### src/rtl/assert_macros.svh
// Assertion macros shared by the RTL.
// Each macro reports through $error with the message given by the caller.
`ifndef ASSERT_MACROS_SVH
`define ASSERT_MACROS_SVH

`ifndef SYNTH
// Property checked on every rising clock edge outside reset.
`define RTC_ASSERT(lbl, clk, rstn, prop, msg) \
    lbl: assert property (@(posedge clk) disable iff (!(rstn)) (prop)) else $error(msg);
// Same-cycle implication.
`define RTC_ASSERT_IMP(lbl, clk, rstn, ante, cons, msg) \
    lbl: assert property (@(posedge clk) disable iff (!(rstn)) (ante) |-> (cons)) else $error(msg);
// Next-cycle implication.
`define RTC_ASSERT_NXT(lbl, clk, rstn, ante, cons, msg) \
    lbl: assert property (@(posedge clk) disable iff (!(rstn)) (ante) |=> (cons)) else $error(msg);
`else
`define RTC_ASSERT(lbl, clk, rstn, prop, msg)
`define RTC_ASSERT_IMP(lbl, clk, rstn, ante, cons, msg)
`define RTC_ASSERT_NXT(lbl, clk, rstn, ante, cons, msg)
`endif

`endif

### src/rtl/rtc3_pkg.sv
// ----------------------------------------------------------------------------
// rtc3_pkg
// Types and constants for the three-wire RTC byte master.
// ----------------------------------------------------------------------------
package rtc3_pkg;

    localparam int PHASE_W = 6;
    localparam int TICK_W  = 8;

    // transfer commands
    localparam logic [1:0] CMD_TICK  = 2'd0;
    localparam logic [1:0] CMD_WRITE = 2'd1;
    localparam logic [1:0] CMD_READ  = 2'd2;

    localparam logic [7:0]         READ_FLAG         = 8'h01;
    localparam logic [PHASE_W-1:0] READ_FIRST_SAMPLE = 6'd16;
    localparam logic [PHASE_W-1:0] READ_LAST_PHASE   = 6'd30;
    localparam logic [PHASE_W-1:0] WRITE_LAST_PHASE  = 6'd32;
    localparam logic [TICK_W-1:0]  PHASE_TICKS_RST   = 8'd1;

    typedef struct packed {
        logic [1:0] cmd;
        logic [7:0] command_byte;
        logic [7:0] write_data;
        logic       io_in;
    } rtc3_in_t;

    typedef struct packed {
        logic       chip_enable;
        logic       serial_clock;
        logic       io_out;
        logic       io_drive;
        logic       busy_res;
        logic       done_res;
        logic [7:0] read_data;
    } rtc3_out_t;

    // one computed result handed to the output stage
    typedef struct packed {
        logic      valid;
        rtc3_out_t data;
    } rtc3_res_t;

endpackage

### src/rtl/rtc3_seq.sv
// ----------------------------------------------------------------------------
// rtc3_seq
// Pin-level sequencer: holds transfer state and advances it by one tick per item.
// ----------------------------------------------------------------------------
`include "assert_macros.svh"

module rtc3_seq
    import rtc3_pkg::*;
(
    input  logic       aclk,
    input  logic       aresetn,
    input  logic       cfg_wr_en,
    input  logic [7:0] cfg_wr_data,
    input  logic       step_en,
    input  rtc3_in_t   item,
    output rtc3_res_t  res
);

    logic [TICK_W-1:0]  phase_ticks_reg;
    logic [PHASE_W-1:0] phase_index_reg, phase_index_next;
    logic [TICK_W-1:0]  tick_count_reg, tick_count_next;
    logic               transfer_active_reg, transfer_active_next;
    logic               is_read_reg, is_read_next;
    logic [15:0]        shift_out_reg, shift_out_next;
    logic [7:0]         shift_in_reg, shift_in_next;

    logic [TICK_W-1:0]  pt;
    logic [TICK_W-1:0]  tick_inc;
    logic [PHASE_W-1:0] last_phase;
    logic               done;

    always_ff @(posedge aclk) begin
        if (!aresetn) begin
            phase_ticks_reg <= PHASE_TICKS_RST;
        end else if (cfg_wr_en) begin
            phase_ticks_reg <= cfg_wr_data;
        end
    end

    always_ff @(posedge aclk) begin
        if (!aresetn) begin
            phase_index_reg     <= '0;
            tick_count_reg      <= '0;
            transfer_active_reg <= 1'b0;
            is_read_reg         <= 1'b0;
            shift_out_reg       <= '0;
            shift_in_reg        <= '0;
        end else begin
            phase_index_reg     <= phase_index_next;
            tick_count_reg      <= tick_count_next;
            transfer_active_reg <= transfer_active_next;
            is_read_reg         <= is_read_next;
            shift_out_reg       <= shift_out_next;
            shift_in_reg        <= shift_in_next;
        end
    end

    assign pt         = (phase_ticks_reg == '0) ? PHASE_TICKS_RST : phase_ticks_reg;
    assign tick_inc   = tick_count_reg + TICK_W'(1);
    assign last_phase = is_read_reg ? READ_LAST_PHASE : WRITE_LAST_PHASE;

    // state update
    always_comb begin
        phase_index_next     = phase_index_reg;
        tick_count_next      = tick_count_reg;
        transfer_active_next = transfer_active_reg;
        is_read_next         = is_read_reg;
        shift_out_next       = shift_out_reg;
        shift_in_next        = shift_in_reg;
        done                 = 1'b0;
        if (step_en) begin
            if (!transfer_active_reg) begin
                // starts are only seen while idle
                if (item.cmd == CMD_WRITE || item.cmd == CMD_READ) begin
                    transfer_active_next = 1'b1;
                    is_read_next         = (item.cmd == CMD_READ);
                    phase_index_next     = '0;
                    tick_count_next      = '0;
                    if (item.cmd == CMD_READ) begin
                        shift_out_next = {8'h00, item.command_byte | READ_FLAG};
                    end else begin
                        shift_out_next = {item.write_data, item.command_byte};
                    end
                end
            end else begin
                tick_count_next = tick_inc;
                if (tick_inc >= pt) begin
                    tick_count_next = '0;
                    // sample at the end of each read clock-low phase
                    if (is_read_reg && phase_index_reg >= READ_FIRST_SAMPLE
                        && !phase_index_reg[0]) begin
                        shift_in_next = {item.io_in, shift_in_reg[7:1]};
                    end
                    if (phase_index_reg >= last_phase) begin
                        transfer_active_next = 1'b0;
                        phase_index_next     = '0;
                        done                 = 1'b1;
                    end else begin
                        phase_index_next = phase_index_reg + PHASE_W'(1);
                    end
                end
            end
        end
    end

    // pin levels after the tick
    always_comb begin
        res.valid             = step_en;
        res.data.chip_enable  = 1'b0;
        res.data.serial_clock = 1'b0;
        res.data.io_out       = 1'b0;
        res.data.io_drive     = 1'b0;
        res.data.busy_res     = transfer_active_next;
        res.data.done_res     = done;
        res.data.read_data    = shift_in_next;
        if (transfer_active_next) begin
            res.data.chip_enable = 1'b1;
            if (is_read_next && phase_index_next >= READ_FIRST_SAMPLE) begin
                res.data.serial_clock = phase_index_next[0];
            end else if (phase_index_next >= WRITE_LAST_PHASE) begin
                res.data.io_drive = 1'b1;
                res.data.io_out   = shift_out_next[15];
            end else begin
                res.data.serial_clock = phase_index_next[0];
                res.data.io_drive     = 1'b1;
                res.data.io_out       = shift_out_next[phase_index_next[4:1]];
            end
        end
    end

    `RTC_ASSERT_IMP(a_idle_clear, aclk, aresetn, !transfer_active_reg, phase_index_reg == '0 && tick_count_reg == '0, "idle with stale phase or tick count")
    `RTC_ASSERT_IMP(a_phase_bound, aclk, aresetn, transfer_active_reg, phase_index_reg <= last_phase, "phase index past last phase")
    `RTC_ASSERT_NXT(a_done_idle, aclk, aresetn, step_en && res.data.done_res, !transfer_active_reg && !$past(is_read_reg) == !is_read_reg, "transfer still active after done")
    `RTC_ASSERT_IMP(a_idle_pins, aclk, aresetn, step_en && !res.data.busy_res, !res.data.chip_enable && !res.data.serial_clock && !res.data.io_drive && !res.data.io_out, "pins not idle outside a transfer")

endmodule

### src/rtl/rtc3_out_buf.sv
// ----------------------------------------------------------------------------
// rtc3_out_buf
// Result register with a skid stage so input is taken while a result waits.
// ----------------------------------------------------------------------------
module rtc3_out_buf
    import rtc3_pkg::*;
(
    input  logic      aclk,
    input  logic      aresetn,
    input  rtc3_res_t res,
    output logic      in_ready,
    output logic      m_valid,
    input  logic      m_ready,
    output rtc3_out_t m_data
);

    logic      main_valid_reg;
    rtc3_out_t main_data_reg;
    logic      skid_valid_reg;
    rtc3_out_t skid_data_reg;
    logic      pop;

    assign in_ready = !skid_valid_reg;
    assign pop      = main_valid_reg && m_ready;
    assign m_valid  = main_valid_reg;
    assign m_data   = main_data_reg;

    always_ff @(posedge aclk) begin
        if (!aresetn) begin
            main_valid_reg <= 1'b0;
            skid_valid_reg <= 1'b0;
        end else if (skid_valid_reg) begin
            if (pop) begin
                main_valid_reg <= 1'b1;
                skid_valid_reg <= 1'b0;
            end
        end else if (res.valid) begin
            if (!main_valid_reg || pop) begin
                main_valid_reg <= 1'b1;
            end else begin
                skid_valid_reg <= 1'b1;
            end
        end else if (pop) begin
            main_valid_reg <= 1'b0;
        end
    end

    always_ff @(posedge aclk) begin
        if (skid_valid_reg) begin
            if (pop) begin
                main_data_reg <= skid_data_reg;
            end
        end else if (res.valid) begin
            if (!main_valid_reg || pop) begin
                main_data_reg <= res.data;
            end else begin
                skid_data_reg <= res.data;
            end
        end
    end

endmodule

### src/rtl/three_wire_rtc_byte_master_core.sv
// Each result is registered in the output buffer before the m_ side shows it.
// Throughput: one item per cycle while s_ready is high; sequencer state update
// is a single short combinational step between state and result registers.
// A two-entry output buffer keeps s_ready high while one result is stalled.
// Reset (aresetn low, synchronous) idles the bus, clears state and read data,
// sets phase_ticks to 1 and empties the output buffer.
// ----------------------------------------------------------------------------
// three_wire_rtc_byte_master_core
// Three-wire RTC bus master, advanced one tick per item.
// ----------------------------------------------------------------------------
module three_wire_rtc_byte_master_core
    import rtc3_pkg::*;
(
    input  logic       aclk,
    input  logic       aresetn,
    input  logic       cfg_wr_en,
    input  logic [7:0] cfg_wr_data,
    input  logic       s_valid,
    output logic       s_ready,
    input  rtc3_in_t   s_data,
    output logic       m_valid,
    input  logic       m_ready,
    output rtc3_out_t  m_data
);

    logic      step_en;
    rtc3_res_t res;

    assign step_en = s_valid && s_ready;

    rtc3_seq u_seq (
        .aclk        (aclk),
        .aresetn     (aresetn),
        .cfg_wr_en   (cfg_wr_en),
        .cfg_wr_data (cfg_wr_data),
        .step_en     (step_en),
        .item        (s_data),
        .res         (res)
    );

    rtc3_out_buf u_out_buf (
        .aclk     (aclk),
        .aresetn  (aresetn),
        .res      (res),
        .in_ready (s_ready),
        .m_valid  (m_valid),
        .m_ready  (m_ready),
        .m_data   (m_data)
    );

endmodule

### config.mk
export PLATFORM = sky130hd
export DESIGN_NAME = three_wire_rtc_byte_master_core
export DESIGN_NICKNAME = d
export VERILOG_FILES = /design/src/rtl/rtc3_pkg.sv /design/src/rtl/rtc3_seq.sv /design/src/rtl/rtc3_out_buf.sv /design/src/rtl/three_wire_rtc_byte_master_core.sv
export VERILOG_INCLUDE_DIRS = /design/src /design/src/rtl
export SDC_FILE = /design/constraint.sdc
export NUM_CORES = 1
export LEC_CHECK = 0
export BUFFER_PORTS_ARGS = -buffer_cell sky130_fd_sc_hd__clkbuf_2
export CAP_MARGIN = 30
export CORE_UTILIZATION = 37
export DETAILED_ROUTE_END_ITERATION = 6
export GPL_ROUTABILITY_DRIVEN = 1
export HOLD_SLACK_MARGIN = 0.12
export SYNTH_ARGS = -nofsm -noshare
export SYNTH_HDL_FRONTEND = slang
export SYNTH_HIERARCHICAL = 1
export SYNTH_SLANG_ARGS = --single-unit
### constraint.sdc
create_clock -name aclk -period 4.3 [get_ports aclk]
set_input_delay 0.215 -clock aclk [delete_from_list [all_inputs] [get_ports aclk]]
set_output_delay 0.215 -clock aclk [all_outputs]
set_load 0.02 [all_outputs]
Word-level counts from Yosys, hierarchy flattened
Cells that the tools add are included.
Widths: inputs -> output; s select.

operators by class
  reduce and logical (&&, ||, !) cells = 19
  add/sub/neg operators = 2
  equal/unequal tests = 4
  bitwise logic cells = 2
  multiplexer cells = 49
  $lt $le $gt $ge = 6

operators by type and width
  operator             count
  $mux 16              4
  $mux 8               8
  $mux 14              4
  $mux 6               6
  $mux 1               23
  $ge 6x5->1 const B   2
  $reduce_and 3->1     3
  $add 8x1->8 const B  1
  $ge 8x8->1           1
  $logic_not 8->1      1
  $reduce_bool 2->1    4
  $add 6x1->6 const B  1
  $ge 6x6->1           1
  $ge 6x6->1 const B   1
  $logic_and 1x1->1    5
  $lt 4x5->1 const B   1
  $bmux 1 s4           1
  $mux 2               2
  $mux 4               1
  $logic_not 1->1      3
  $ne 3x1->1 const B   1
  $eq 2x1->1 const B   1
  $eq 2x2->1 const B   1
  $logic_or 1x1->1     2
  3 further kinds      4

storage, ports and cells
  flip-flop bits (word level) = 78
  bits of input ports = 32
  output and inout bits = 16

Depth between registers and ports, before layout
Gate-level depths: netlist of the first run.

  depth in word-level cells = 14
  gate-level depth with buffers = 15
  mapped depth without buffers = 14

Hierarchy
Netlist of the first run, hierarchy kept.

by module, submodules not included
  module                           area an instance (µm²)  cells an instance  times used
  rtc3_seq                         2826.5                  317                1
  rtc3_out_buf                     1164.9                  58                 1
  three_wire_rtc_byte_master_core  6.3                     1                  1

Least setup slack after synthesis of the first run
OpenSTA, ideal clock, no wires.

  path type = reg-to-reg
  start point = reg u_seq.tick_count_reg[0]
  end point = reg u_out_buf.main_data_reg, in the netlist u_out_buf/m_data[11] (data pin)
  library setup time = 0.260 ns
  buffers on the path = 1
  clock period less this slack = 3.316 ns
  arrival = 3.056 ns
  stages on the path, launching flop included = 16
  slack = 0.984 ns
  cell sequence = dfxtp_1 > nand3_1 > nor2_1 > nand3_1 > xnor2_1 > ha_1 > a21oi_1 > o21ai_1 > o41ai_1 > or2_1 > buf_4 > mux2i_1 > mux2_2 > o22ai_1 > a211oi_2 > mux2_2

RTL lines
  what                    line                text
  from (decl)             rtc3_seq.sv:21      logic [TICK_W-1:0] tick_count_reg, tick_count_next;
  from (signal assigned)  rtc3_seq.sv:50      tick_count_reg <= tick_count_next;
  to (signal assigned)    rtc3_out_buf.sv:51  main_data_reg <= skid_data_reg;
  to (signal assigned)    rtc3_out_buf.sv:55  main_data_reg <= res.data;
  to (decl)               rtc3_out_buf.sv:18  rtc3_out_t main_data_reg;

==> impl_metrics.yaml, run 1 <==
route:
  vias_per_cell: 5.004
  drtIter0Drc: 138
  wl_um: 7764
  dr.pass1.iters: 4
  drc: 0
  wl_per_cell_um: 13.62
  vias: 2852
  antenna_left: 0
global_routing:
  top_usage_layer: "met2"
  grt_pass1_wl_um: 13190
  grt_overflow: 0
  met2_usage_pct: 25.02
  grt_usage_pct: 14.97
  grt.met1_usage_pct: 18.96
  use_met3_pct: 3.617
  antenna_found_initial: 0
  grt_pass1_vias: 2769
  grt_max_degree: 52
critical_path:
  crit_path_start_kind: "flip-flop"
  end_kind: "flip-flop"
  cp_slowest_stage_delay_ns: 0.49
  critPathTopFamily: "compound AO/OA/AOI/OAI gates"
  cp_slowest_cell: "o41ai_1"
  crit_buf_inv: 0
  crit_fanout: 8
  crit_required_ns: 4.41
  cp_cell_sequence: "nand3_1 > nor2_1 > nand3_1 > xnor2_1 > ha_1 > a21oi_1 > o21ai_1 > o41ai_1 > or2_1 > mux2i_1 > mux2_2 > o22ai_1 > a211oi_2 > mux2_2"
  critical_path_arrival_ns: 3.92
  critPathKind: "flip-flop to flip-flop"
power:
  p_per_area_nw_per_um2: 353.9
  p_total_uw: 1639
  cellLeakagePower_uw: 0.001841
  ir_worst_vdd_mv: 0.2963
final_layout:
  final_common_cell: "dfxtp_1"
  drive_gt1_share_pct: 24.19
  antenna_cells: 0
  final_cell_mix: "dfxtp_1 (50), clkbuf_2 (47), nand2_1 (30)"
  fillCellCount: 989
  nNetsFinal: 477
  syn_to_final_growth_pct: 15.87
  layout.cells.non_filler: 570
  largest_register_ffs: 16
sta:
  finalCritPeriodShare_pct: 88.42
  slew_headroom_pct: 42.73
  hold_viol: 0
  finClkSkew_ns: 0.01594
  final_max_slew_viol_count: 0
  fmax_mhz: 263.0
  rsz0062_at_grt: "no"
  hold-worst-slack_ns: 0.1366
  tightest_slew_ns: 0.8590
  setup_viol: 0
  setup_tns_ns: 0
  period_needed_ns: 3.802
die:
  die_y_um: 105.9
  core_um2: 10420
  dieArea_um2: 11220
  rows: 37
  initial_core_util_pct: 38.38
  die_x_um: 105.9
  io_pins: 48
synth:
  synth_cell_types: 62
  async_reset_ff_share_pct: 0
  synth_cells: 376
  ys_ff_latch: 78
  synth_ff_type: "dfxtp_1"
  synth_seq_area_share_pct: 46.07
  avgSynthCellArea_um2: 10.63
  synth_nets: 424
  ys_warn_count: 6
  syn-cell-area_um2: 3998
  synth_edf_count: 28
clock_network:
  postCtsSetupRepairBufs: 0
  cts_tree: "built"
  clkSinkCount: 78
  ctsRootBufferMaster: "clkbuf_8"
  holdBufCountCts: 11
  cts_resized: 0
  cts_max_level: 3
  cts_buffer_depth: 2
  clock_latency_ns: 0.36
  clk_pin_slew_worst_paths_ns: 0.09
  numCtsBuffers: 9
placed_design:
  dp_hpwl_um: 5464
  gp_congestion: 0.8320
  place_inst: 543
  port_buffers: 47
job:
  drv_cap: 0
status:
  status: "finished clean"
hold_path:
  hp-class: "input port to flip-flop"
-- kinds of logic (layout without fill, tap and decap cells) --
| logic type | Yosys count | count (layout) | synth area share, % |
|---|---|---|---|
| adders and majority gates | 16 | 16 | 5.008 |
| AOI/OAI and AO/OA | 72 | 72 | 13.80 |
| DFF | 78 | 78 | 46.07 |
| and+or+nand+nor | 120 | 120 | 16.50 |
| buffers and inverters | 41 | 99 | 5.133 |
| muxes | 43 | 43 | 12.18 |
| xor gates and xnor gates | 6 | 6 | 1.315 |
-- through the flow --
| step | worst slack [ns] | cell area (um2) | util [%] |
|---|---|---|---|
| 3_3_place_gp | 0.6784 | 4307 | 41.35 |
| 2_1_floorplan | 0.9844 | 3998 | - |
| 4_1_cts | 0.5140 | 4632 | 44.47 |
| 3_5_place_dp | 0.5559 | 4307 | 41.35 |
| 5_1_grt | 0.2595 | 4632 | 44.47 |
| 6_report | 0.4981 | 4632 | 44.47 |
-- worst min-delay path: stages --
cell and delay [ns]:
clkbuf_2 0.08, mux2i_1 0.06, nor2b_1 0.10
-- cells in the mapped netlist (all sizes together) (2+ instances only) --
cell / n / area (um2)
a211oi: 7 / 70.07
a21boi: 6 / 45.04
a21oi: 18 / 93.84
a22oi: 9 / 81.33
a31oi: 2 / 18.77
and2: 14 / 87.58
and2b: 2 / 16.27
and3: 5 / 31.28
buf: 9 / 85.08
clkbuf: 11 / 41.29
dfxtp: 50 / 1001
edfxtp: 28 / 840.8
ha: 16 / 200.2
inv: 21 / 78.82
mux2: 24 / 296.5
mux2i: 19 / 190.2
nand2: 30 / 112.6
nand3: 8 / 40.04
nor2: 10 / 37.54
nor2b: 30 / 190.2
nor3: 3 / 15.01
nor3b: 8 / 60.06
o211ai: 2 / 15.01
o21ai: 11 / 55.05
o221ai: 2 / 30.03
o22ai: 3 / 18.77
or2: 3 / 18.77
xnor2: 3 / 26.28
xor2: 3 / 26.28
-- cell type report --
| class | instances | area [um2] | area share, % |
|---|---|---|---|
| clock buffers | 11 | 151.4 | 3.269 |
| clock inverters | 5 | 63.81 | 1.378 |
| inverters | 21 | 78.83 | 1.702 |
| multi-input cells | 257 | 1951 | 42.11 |
| flip-flops and latches | 78 | 1842 | 39.76 |
| well taps | 136 | 170.2 | 3.674 |
| repair buffers | 62 | 375.4 | 8.104 |
-- path summary, 6_finish.rpt --
check	from	end	slack (ns)	cells after the start
max reg2reg	u_seq/tick_count_reg[0]	u_out_buf/m_data[11]	0.50	14
max	u_seq/tick_count_reg[0]	u_out_buf/m_data[11]	0.50	14
min reg2reg	u_seq/shift_out_reg[2]	u_seq/shift_out_reg[2]	0.48	2
min	cfg_wr_data[5]	u_seq/phase_ticks_reg[5]	0.14	3
-- where the power goes --
part	internal (uW)	total, uW	switching, uW
Clock	306	592	286
Sequential	804	820	15.9
Combinational	95.4	227	131
-- routing by layer --
metal	part of all wire [%]	wire length, um	vias up
met5	0	0	-
met4	1.3	103	0
met3	3.3	259	9
met2	46	3597	54
met1	49	3804	1342
li1	-	-	1447
No activity file was read; power rests on OpenSTA's default activity.
==> run 2, diff against run 1 <==
CELL_PAD_IN_SITES_DETAIL_PLACEMENT = 1   (was unset)
CELL_PAD_IN_SITES_GLOBAL_PLACEMENT = 1   (was unset)
PLACE_DENSITY_LB_ADDON = 0.1   (was unset)
==> impl_metrics.yaml, run 2 (synthesis results as in run 1) <==
power:
  p_total_uw: 1725
  p_per_area_nw_per_um2: 371.0
  ir_worst_vdd_mv: 0.1943
  cellLeakagePower_uw: 0.001845
critical_path:
  critPathTopFamily: "compound AO/OA/AOI/OAI gates"
  crit_buf_inv: 0
  end_kind: "flip-flop"
  rr_endpoint: "u_out_buf/m_data[11]"
  critPathKind: "flip-flop to flip-flop"
  crit_path_start_kind: "flip-flop"
  crit_fanout: 8
  r2r_start: "u_seq/tick_count_reg[0]"
  cp-startpoint: "u_seq/tick_count_reg[0]"
  critical_path.endpoint: "u_out_buf/m_data[11]"
  cp_slowest_cell: "o41ai_1"
  cp_cell_sequence: "nand3_1 > nor2_1 > nand3_1 > xnor2_1 > ha_1 > a21oi_1 > o21ai_1 > o41ai_1 > or2_1 > mux2i_1 > mux2_2 > o22ai_1 > a211oi_2 > mux2_2"
  cp_slowest_stage_delay_ns: 0.48
  r2r_setup_slack_ns: 0.42
  critical_path_arrival_ns: 3.99
  rr_worst_depth: 14
  crit_required_ns: 4.41
  cp.depth: 14
die:
  initial_core_util_pct: 38.38
  die_x_um: 105.9
  io_pins: 48
  die_y_um: 105.9
  core_um2: 10420
  rows: 37
  dieArea_um2: 11220
sta:
  finalCritPeriodShare_pct: 90.24
  period_needed_ns: 3.880
  slew_headroom_pct: 40.34
  rsz0062_at_grt: "no"
  tightest_slew_ns: 0.8949
  fmax_mhz: 257.7
  hold_viol: 0
  finClkSkew_ns: 0.01259
  final_max_slew_viol_count: 0
  setup_viol: 0
  setup_tns_ns: 0
clock_network:
  cts_buffer_depth: 2
  cts_max_level: 3
  clkSinkCount: 78
  ctsRootBufferMaster: "clkbuf_8"
  numCtsBuffers: 9
  postCtsSetupRepairBufs: 0
  cts_tree: "built"
  clk_pin_slew_worst_paths_ns: 0.08
  clock_latency_ns: 0.35
hold_path:
  hp-class: "input port to flip-flop"
final_layout:
  syn_to_final_growth_pct: 16.31
  largest_register_ffs: 16
  fillCellCount: 1199
  drive_gt1_share_pct: 24.25
  nNetsFinal: 476
  antenna_cells: 0
  final_common_cell: "dfxtp_1"
  final_cell_mix: "dfxtp_1 (50), clkbuf_2 (47), nand2_1 (30)"
route:
  drc: 0
  wl_per_cell_um: 15.19
  vias_per_cell: 5.153
  dr.pass1.iters: 4
  wl_um: 8644
  vias: 2932
  antenna_left: 0
  drtIter0Drc: 135
status:
  status: "finished clean"
global_routing:
  antenna_found_initial: 0
  grt_overflow: 0
  met2_usage_pct: 27.08
  top_usage_layer: "met2"
  grt.met1_usage_pct: 21.47
  grt_usage_pct: 16.49
  grt_max_degree: 52
  use_met3_pct: 3.679
  grt_pass1_wl_um: 14440
  grt_pass1_vias: 2933
job:
  drv_cap: 0
placed_design:
  gp_congestion: 0.8035
  dp_hpwl_um: 6163
  port_buffers: 47
## run 2: cell count changes in the layout (fill, tap and decap cells not counted)
cell	delta
bufinv_16	+2
clkbuf_8	-2
dlygate4sd3_1	-2
buf_4	+1
clkbuf_1	+1
clkinv_2	-1
clkinv_4	-1
clkinvlp_4	+1
## run 2: worst min-delay path by stage
stage / slack (ns) / start / depth (start not counted) / end
floorplan: 0.31 / m_ready / 1 / u_out_buf/skid_valid_reg
global placement: 0.44 / cfg_wr_data[0] / 3 / u_seq/phase_ticks_reg[0]
detailed placement: 0.44 / cfg_wr_data[0] / 3 / u_seq/phase_ticks_reg[0]
CTS: 0.13 / cfg_wr_data[2] / 3 / u_seq/phase_ticks_reg[2]
global route: 0.14 / cfg_wr_data[6] / 3 / u_seq/phase_ticks_reg[6]
finish: 0.14 / cfg_wr_data[2] / 3 / u_seq/phase_ticks_reg[2]
## run 2: cell type report
type                    count  area, um2  share of cell area (%)
clock inverters             6      117.6                   2.530
repair buffers             61      362.8                   7.804
clock buffers              10      127.6                   2.745
inverters                  21      78.83                   1.695
flip-flops and latches     78       1842                   39.61
well taps                 136      170.2                   3.660
multi-input cells         257       1951                   41.95
## run 2: what timing repair did
action                    CTS  global route
resized for setup           0             0
hold buffers                9             0
hold endpoints to repair    9             0
## run 2: report_power, final
part | internal [uW] | total (uW) | leakage, uW | switching (uW)
logic | 94.4 | 226 | 0.00106 | 132
registers | 804 | 821 | 0.000665 | 16.8
clock network | 392 | 678 | 0.000119 | 286
total | 1290 | 1730 | 0.00185 | 434
## run 2: metrics by stage
stage | instances | hold WS (ns) | cell area, um2 | util [%] | worst slack [ns]
after floorplan | 376 | 0.3122 | 3998 | - | 0.9844
after detailed placement | 544 | 0.4406 | 4314 | 41.42 | 0.4473
after global placement | 544 | 0.4403 | 4314 | 41.42 | 0.6170
final | 569 | 0.1380 | 4649 | 44.64 | 0.4197
after CTS | 569 | 0.1262 | 4649 | 44.64 | 0.4039
after global routing | 569 | 0.1379 | 4649 | 44.64 | 0.03150
## run 2: worst reg2reg max path, delay by kind of cell (launching register included)
family / cells / cell delay (ns)
simple gates: 4 / 0.83
compound gates: 5 / 1.23
fa+ha+maj: 1 / 0.29
mux: 3 / 0.68
flops: 1 / 0.41
xor+xnor: 1 / 0.21
## run 2: per-layer routing
layer,wire [um],vias up
li1,-,1440
met1,4219,1439
met2,4057,44
met3,262,9
met4,104,0
met5,0,-
